==> src/hw/rtl/sms_pkg.sv <==
// package for the submask count multiset block
// shared constants, operation codes, sequencer states and the step struct
// no dependencies
`default_nettype none

package sms_pkg;

   // default sizes, overridable at the top level
   localparam int MASK_BITS_DEF  = 16;
   localparam int COUNT_BITS_DEF = 20;

   // fixed field widths of the stream items
   localparam int MODE_BITS      = 2;
   localparam int VALUE_BITS     = 16;
   localparam int COUNT_OUT_BITS = 20;
   localparam int REQ_DATA_BITS  = 24;
   localparam int RSP_DATA_BITS  = 24;

   typedef enum logic [1:0] {
      MODE_ADD   = 2'd0,
      MODE_DEL   = 2'd1,
      MODE_COUNT = 2'd2
   } mode_type;

   // what one step of the walk does to the tables and accumulator
   typedef enum logic [3:0] {
      OP_NONE,
      OP_CLEAR,
      OP_UPD_EXACT,
      OP_UPD_SUB,
      OP_UPD_SUP,
      OP_UPD_TOTAL,
      OP_ACC_EXACT,
      OP_ACC_SUB,
      OP_ACC_SUP,
      OP_RESULT
   } op_type;

   typedef enum logic [1:0] {
      ST_CLEAR,
      ST_IDLE,
      ST_WALK,
      ST_FINISH
   } state_type;

   typedef struct packed {
      logic   valid;
      op_type op;
      logic   neg;         // subtract instead of add
      logic   first;       // first accumulate step of a count
      logic   from_total;  // accumulator starts from the low total
   } step_type;

endpackage

`default_nettype wire

==> src/hw/rtl/sms_seq.sv <==
// sequencer of the submask count multiset block
// clears the tables after reset, then walks submasks one step a cycle
// depends on sms_pkg
`default_nettype none

module sms_seq
   import sms_pkg::*;
#(
   parameter int MASK_BITS = MASK_BITS_DEF
) (
   input  wire logic                 clock,
   input  wire logic                 reset,
   input  wire logic                 req_valid,
   output      logic                 req_ready,
   input  wire logic [1:0]           req_mode,
   input  wire logic [MASK_BITS-1:0] req_mask,
   input  wire logic                 rsp_busy,
   output      step_type             step,
   output      logic [MASK_BITS-1:0] step_addr
);

   localparam int HALF_BITS = MASK_BITS / 2;

   state_type            state_ff, state_in;
   mode_type             mode_ff, mode_in;
   logic                 low_ff, low_in;
   logic [MASK_BITS-1:0] mask_ff, mask_in;
   logic [MASK_BITS-1:0] base_ff, base_in;
   logic [MASK_BITS-1:0] sub_ff, sub_in;
   step_type             step_ff, step_in;
   logic [MASK_BITS-1:0] addr_ff, addr_in;

   logic                 accept;
   logic                 req_low;
   logic [MASK_BITS-1:0] req_base;
   logic                 mode_ok;
   logic                 sub_zero;
   logic                 is_update;

   assign accept    = req_valid && req_ready;
   assign req_ready = (state_ff == ST_IDLE);
   assign req_low   = ($countones(req_mask) <= HALF_BITS);
   assign req_base  = req_low ? req_mask : ~req_mask;
   assign mode_ok   = (req_mode == MODE_ADD) || (req_mode == MODE_DEL) ||
                      (req_mode == MODE_COUNT);
   assign sub_zero  = (sub_ff == '0);
   assign is_update = (mode_ff == MODE_ADD) || (mode_ff == MODE_DEL);

   // next state
   always_comb begin
      state_in = state_ff;
      case (state_ff)
         ST_CLEAR: begin
            if (sub_ff == '1) state_in = ST_IDLE;
         end
         ST_IDLE: begin
            if (accept && mode_ok) state_in = ST_WALK;
         end
         ST_WALK: begin
            if (sub_zero) state_in = ST_FINISH;
         end
         ST_FINISH: begin
            if (!(mode_ff == MODE_COUNT && rsp_busy)) state_in = ST_IDLE;
         end
         default: state_in = ST_IDLE;
      endcase
   end

   // item registers and submask walk
   always_comb begin
      mode_in = mode_ff;
      low_in  = low_ff;
      mask_in = mask_ff;
      base_in = base_ff;
      sub_in  = sub_ff;
      case (state_ff)
         ST_CLEAR: sub_in = sub_ff + {{(MASK_BITS-1){1'b0}}, 1'b1};
         ST_IDLE: begin
            if (accept && mode_ok) begin
               mode_in = mode_type'(req_mode);
               low_in  = req_low;
               mask_in = req_mask;
               base_in = req_base;
               sub_in  = req_base;
            end
         end
         ST_WALK: sub_in = (sub_ff - {{(MASK_BITS-1){1'b0}}, 1'b1}) & base_ff;
         default: sub_in = sub_ff;
      endcase
   end

   // step issued to the tables
   always_comb begin
      step_in  = '{valid: 1'b0, op: OP_NONE, neg: 1'b0, first: 1'b0, from_total: 1'b0};
      addr_in  = sub_ff;
      case (state_ff)
         ST_CLEAR: begin
            step_in.valid = 1'b1;
            step_in.op    = OP_CLEAR;
         end
         ST_WALK: begin
            step_in.valid = 1'b1;
            case (mode_ff)
               MODE_ADD, MODE_DEL: begin
                  step_in.neg = (mode_ff == MODE_DEL);
                  if (!low_ff) begin
                     step_in.op = OP_UPD_SUP;
                     addr_in    = sub_ff | mask_ff;
                  end else if (!sub_zero) begin
                     step_in.op = OP_UPD_SUB;
                  end else begin
                     // exact counter of the value itself rides on the empty submask
                     step_in.op = OP_UPD_EXACT;
                     addr_in    = mask_ff;
                  end
               end
               MODE_COUNT: begin
                  step_in.first      = (sub_ff == base_ff);
                  step_in.from_total = !low_ff;
                  if (low_ff) begin
                     step_in.op = OP_ACC_EXACT;
                  end else if (!sub_zero) begin
                     // inclusion-exclusion: odd submasks subtract
                     step_in.op  = OP_ACC_SUB;
                     step_in.neg = ^sub_ff;
                  end else begin
                     step_in.op = OP_ACC_SUP;
                     addr_in    = mask_ff;
                  end
               end
               default: step_in.valid = 1'b0;
            endcase
         end
         ST_FINISH: begin
            if (mode_ff == MODE_COUNT) begin
               step_in.valid = !rsp_busy;
               step_in.op    = OP_RESULT;
            end else if (is_update && low_ff) begin
               step_in.valid = 1'b1;
               step_in.op    = OP_UPD_TOTAL;
               step_in.neg   = (mode_ff == MODE_DEL);
            end
         end
         default: step_in.valid = 1'b0;
      endcase
   end

   always_ff @(posedge clock) begin
      if (reset) begin
         state_ff      <= ST_CLEAR;
         sub_ff        <= '0;
         step_ff.valid <= 1'b0;
      end else begin
         state_ff      <= state_in;
         sub_ff        <= sub_in;
         step_ff.valid <= step_in.valid;
      end
      mode_ff            <= mode_in;
      low_ff             <= low_in;
      mask_ff            <= mask_in;
      base_ff            <= base_in;
      step_ff.op         <= step_in.op;
      step_ff.neg        <= step_in.neg;
      step_ff.first      <= step_in.first;
      step_ff.from_total <= step_in.from_total;
      addr_ff            <= addr_in;
   end

   assign step      = step_ff;
   assign step_addr = addr_ff;

endmodule

`default_nettype wire

==> config.mk <==
export PLATFORM = sky130hd
export DESIGN_NAME = sms_seq
export DESIGN_NICKNAME = d
export VERILOG_FILES = /design/src/hw/rtl/sms_pkg.sv /design/src/hw/rtl/sms_seq.sv
export SDC_FILE = /design/constraint.sdc
export NUM_CORES = 1
export LEC_CHECK = 0
export BUFFER_PORTS_ARGS = -buffer_cell sky130_fd_sc_hd__buf_2
export CAP_MARGIN = 25
export CORE_AREA = 3 3 115 117
export CTS_BUF_LIST = sky130_fd_sc_hd__clkbuf_2 sky130_fd_sc_hd__clkbuf_4 sky130_fd_sc_hd__clkbuf_8
export DETAILED_ROUTE_END_ITERATION = 12
export DIE_AREA = 0 0 118 120
export HOLD_SLACK_MARGIN = 0.08
export SYNTH_ARGS = -nofsm -noshare
export SYNTH_HDL_FRONTEND = slang
export SYNTH_SLANG_ARGS = --single-unit
==> constraint.sdc <==
create_clock -name clock -period 11.9 [get_ports clock]
set_input_delay 2.38 -clock clock [delete_from_list [all_inputs] [get_ports clock]]
set_output_delay 2.38 -clock clock [all_outputs]
set_load 0.01 [all_outputs]
==> results.rst <==
.. list-table::
   :header-rows: 1

   * - Metric
     - Value
   * - Total number of nets in the final design
     - 589
   * - Type of origin of the critical path
     - input port
   * - Final worst-path cycle share
     - 57.3%
   * - Number of library cell types mapped by synthesis
     - 78
   * - Global-route wire length before repair
     - 21200 microns
   * - Mapped Cells
     - 499
   * - Switching part of the total power
     - 41.0%
   * - CTS-repair resized insts
     - 0
   * - RR Startpoint
     - state_ff[1]
   * - Number of pins exceeding their max-slew limit in the final report
     - 0
   * - Worst clock skew on the final layout
     - 10.2 ps
   * - GP Congestion
     - 0.920
   * - Number of warnings issued by yosys
     - 0
   * - Global Route Usage Sum
     - 19.2%
   * - IO Pins
     - 47
   * - Clk_lat worst skew
     - 370 ps
   * - Setup slack of the most critical reg-to-reg path
     - 8200 ps
   * - Share of synthesized area occupied by flip-flops and latches
     - 38.6%
   * - Final wirelength
     - 13300 microns
   * - Post-synthesis async set-or-reset flop share
     - 0%
   * - Syn Area/Cell
     - 9.83 sq um
   * - Worst IR Drop VDD
     - 0.108 mV
   * - Pre-Repair DR Iteration Count
     - 4
   * - CP arrival
     - 7100 ps
   * - Num CTS Buffers
     - 9
   * - Die outline height
     - 120 microns
   * - CTS Sinks
     - 77
   * - # H-tree levels
     - 3
   * - Timing-limited maximum frequency
     - 147 MHz
   * - Minimum period implied by the final worst setup slack
     - 6820 ps
   * - Post-route ant nets
     - 0
   * - Pwr Density
     - 204 mW/mm^2
   * - Most common library cell in the layout ignoring fill and taps
     - sky130_fd_sc_hd__buf_2
   * - WP data required
     - 12180 ps
   * - Area overhead of the layout relative to synthesis
     - 11.6%
   * - Worst setup path category
     - input port to register
   * - Final setup violation count
     - 0
   * - Post-Synthesis Net Count
     - 559
   * - Antenna violations before repair
     - 0
   * - Post-detailed-route DRC marker count
     - 0
   * - Hold Buf Count CTS
     - 0
   * - Final hold violation count
     - 0
   * - Number of max-cap violations
     - 0
   * - Count of standard-cell rows
     - 41
   * - Max Fanout on Critical Path
     - 13
   * - Global route total overflow
     - 0
   * - Die Outline Area
     - 0.0142 sq mm
   * - Instance count along the most critical hold path
     - 1
   * - Clock Tree Root
     - sky130_fd_sc_hd__clkbuf_8
   * - Launching instance or port of the critical path
     - req_mask[11]
   * - Via count of the first global-routing pass
     - 3831
   * - Maximum number of pins on one net before global-route repair
     - 36
   * - Top_reg_cell synth
     - sky130_fd_sc_hd__dfxtp_1
   * - Port-buffer cells
     - 46
   * - Endpoint of the worst register-to-register path
     - sub_ff[9]
   * - Switching pwr
     - 0.457 mW
   * - Setup fix buffers added after clock tree synthesis
     - 0
   * - Most used cells in the layout excluding fill and tap cells
     - 46 x sky130_fd_sc_hd__buf_2, 45 x sky130_fd_sc_hd__inv_1, 42 x sky130_fd_sc_hd__dfxtp_1, 35 x sky130_fd_sc_hd__edfxtp_1, 32 x sky130_fd_sc_hd__xnor2_1
   * - Area of the placeable core
     - 0.0125 sq mm
   * - Detailed-route via count
     - 3993
   * - P_int
     - 0.657 mW
   * - Number of cell instances on the worst register-to-register path
     - 7
   * - Half-perimeter wire length of the detailed placement result
     - 9640 microns
   * - Per-cell routed wire length
     - 18.9 microns
   * - Initial core utilization
     - 39.4%
   * - Overall power after layout
     - 1.11 mW
   * - Detail-routed via count per cell
     - 5.66
   * - Part of the total power dissipated in the clock network
     - 20.2%
   * - Starting DRC count in detailed routing
     - 276
   * - Slew headroom
     - 33.2%
   * - Max clock buf depth
     - 2
   * - Logic gate share of total power
     - 47.6%
   * - Post-synth EDFFs
     - 35
   * - Number of synthesized register bits
     - 77
   * - Share of final-layout standard cells stronger than drive strength 1
     - 18.0%
   * - Result of the run
     - finished, final reports clean
   * - TritonCTS clock tree
     - built
   * - Diodes inserted
     - 0
   * - Sum of negative setup slack
     - 0 ps
   * - Sequential cell fraction of total power
     - 32.2%
   * - Critical hold path startpoint
     - mask_ff[8]
   * - Pin slew with the least headroom to its limit
     - 997 ps
   * - End point of the most critical hold path
     - step_addr[8]
   * - Setup repair after global routing missed its margin
     - false
   * - Classification of the worst-slack hold path
     - register to register
   * - Capturing element type of the critical path
     - register
   * - Lkg Pwr
     - 2.11 nW
   * - Clk pin slew, worst setup/hold paths
     - 90 ps
   * - Area of the mapped netlist
     - 0.00491 sq mm
   * - Width of the chip
     - 118 microns
   * - Final hold slack
     - 465 ps
[kinds of logic (layout without fill, tap and decap cells)]
group           after synthesis  in the layout  synth area share, %
flops                        77             77                 38.6
mux                           6              6                 1.40
xor+xnor                     43             43                 7.68
buf+inv                      79            114                 6.73
fa+ha+maj                    38             38                 11.2
compound gates              136            136                 21.1
simple gates                120            120                 13.3
[power by group through the flow]
stage	registers (mW)	clock network (mW)	logic [mW]
after floorplan	0.350	0	0.420
after global placement	0.364	0	0.513
after detailed placement	0.364	0	0.523
after CTS	0.359	0.230	0.525
after global routing	0.363	0.239	0.582
final	0.359	0.225	0.530
[synthesized netlist by cell type, types with 2 or more instances]
master / instances / area, sq um
sky130_fd_sc_hd__a311oi_1: 3 / 26.3
sky130_fd_sc_hd__o221ai_1: 3 / 26.3
sky130_fd_sc_hd__nand2_1: 24 / 90.1
sky130_fd_sc_hd__nor3_2: 2 / 20.0
sky130_fd_sc_hd__clkinv_1: 2 / 7.51
sky130_fd_sc_hd__dfxtp_1: 42 / 841
sky130_fd_sc_hd__inv_1: 45 / 169
sky130_fd_sc_hd__nand2b_1: 6 / 37.5
sky130_fd_sc_hd__and3_1: 3 / 18.8
sky130_fd_sc_hd__edfxtp_1: 35 / 1050
sky130_fd_sc_hd__and2_1: 2 / 12.5
sky130_fd_sc_hd__nor2b_1: 4 / 25.0
sky130_fd_sc_hd__mux2_2: 3 / 33.8
sky130_fd_sc_hd__or3_1: 2 / 12.5
sky130_fd_sc_hd__xnor2_1: 32 / 280
sky130_fd_sc_hd__nor2_1: 22 / 82.6
sky130_fd_sc_hd__buf_2: 9 / 45.0
sky130_fd_sc_hd__clkbuf_1: 17 / 63.8
sky130_fd_sc_hd__a211oi_1: 9 / 67.6
sky130_fd_sc_hd__mux2i_1: 2 / 20.0
sky130_fd_sc_hd__fa_1: 10 / 200
sky130_fd_sc_hd__nor3_1: 5 / 25.0
sky130_fd_sc_hd__buf_6: 2 / 22.5
sky130_fd_sc_hd__o21a_1: 6 / 45.0
sky130_fd_sc_hd__a21o_1: 3 / 22.5
sky130_fd_sc_hd__a21oi_1: 17 / 85.1
sky130_fd_sc_hd__nand4_1: 14 / 87.6
sky130_fd_sc_hd__nor4_1: 7 / 43.8
sky130_fd_sc_hd__or2_2: 4 / 25.0
sky130_fd_sc_hd__o211a_1: 2 / 20.0
sky130_fd_sc_hd__a2111oi_0: 2 / 17.5
sky130_fd_sc_hd__o21ai_0: 20 / 100
sky130_fd_sc_hd__ha_1: 28 / 350
sky130_fd_sc_hd__o221a_2: 3 / 33.8
sky130_fd_sc_hd__xor2_1: 11 / 96.3
sky130_fd_sc_hd__a31oi_1: 20 / 125
sky130_fd_sc_hd__nand3_1: 16 / 80.1
sky130_fd_sc_hd__o2111ai_1: 2 / 17.5
sky130_fd_sc_hd__a31o_2: 3 / 26.3
sky130_fd_sc_hd__a22o_1: 17 / 149
sky130_fd_sc_hd__and4_1: 3 / 26.3
[critical path: stages]
cell and delay [ps]:
sky130_fd_sc_hd__buf_2 130, sky130_fd_sc_hd__fa_1 540, sky130_fd_sc_hd__inv_1 60, sky130_fd_sc_hd__fa_1 490, sky130_fd_sc_hd__inv_1 50, sky130_fd_sc_hd__fa_1 480, sky130_fd_sc_hd__inv_1 50, sky130_fd_sc_hd__fa_1 480
sky130_fd_sc_hd__inv_1 40, sky130_fd_sc_hd__ha_1 230, sky130_fd_sc_hd__fa_1 560, sky130_fd_sc_hd__nor3_1 80, sky130_fd_sc_hd__a211o_2 390, sky130_fd_sc_hd__a21oi_4 440, sky130_fd_sc_hd__mux2_4 360, sky130_fd_sc_hd__a2111oi_4 320
[stage by stage]
stage                     instance area [sq um]  std cells  utilization [%]  setup WS, ps
after floorplan                            4910        499                -          5290
after global placement                     5230        689             42.0          4770
after detailed placement                   5230        689             42.0          4710
after CTS                                  5460        705             43.8          5090
after global routing                       5480        706             43.9          4900
final                                      5480        706             43.9          5080
[layout make-up]
| type | instances | area [sq um] |
|---|---|---|
| inverter | 48 | 183 |
| timing repair buffer | 50 | 273 |
| multi-input combinational | 343 | 2690 |
| fill | 1233 | 6990 |
| tap | 172 | 215 |
| clock buffer | 9 | 124 |
| clock inverter | 7 | 97.6 |
| sequential | 77 | 1890 |
[state kept, by name (all words and copies together) (netlist names)]
signal,count
mode_ff,2
base_ff,16
step_addr,16
low_ff,1
sub_ff,16
mask_ff,16
step,8
state_ff,2
[routing by layer]
layer,track usage (%),vias to the layer above,share of wire [%]
met2,32.1,125,50
met3,2.97,21,4.3
li1,-,1878,-
met5,0,-,0
met1,24.8,1969,44
met4,7.99,0,2.2
[how the worst max path moves through the flow]
stage | slack (ps) | to | cells past startpoint
detailed placement | 4710 | sub_ff[3] | 14
CTS | 5090 | sub_ff[3] | 14
global placement | 4770 | sub_ff[3] | 14
floorplan | 5290 | sub_ff[3] | 15
finish | 5080 | sub_ff[3] | 16
global route | 4900 | sub_ff[3] | 16
No activity file was read; power rests on OpenSTA's default activity.
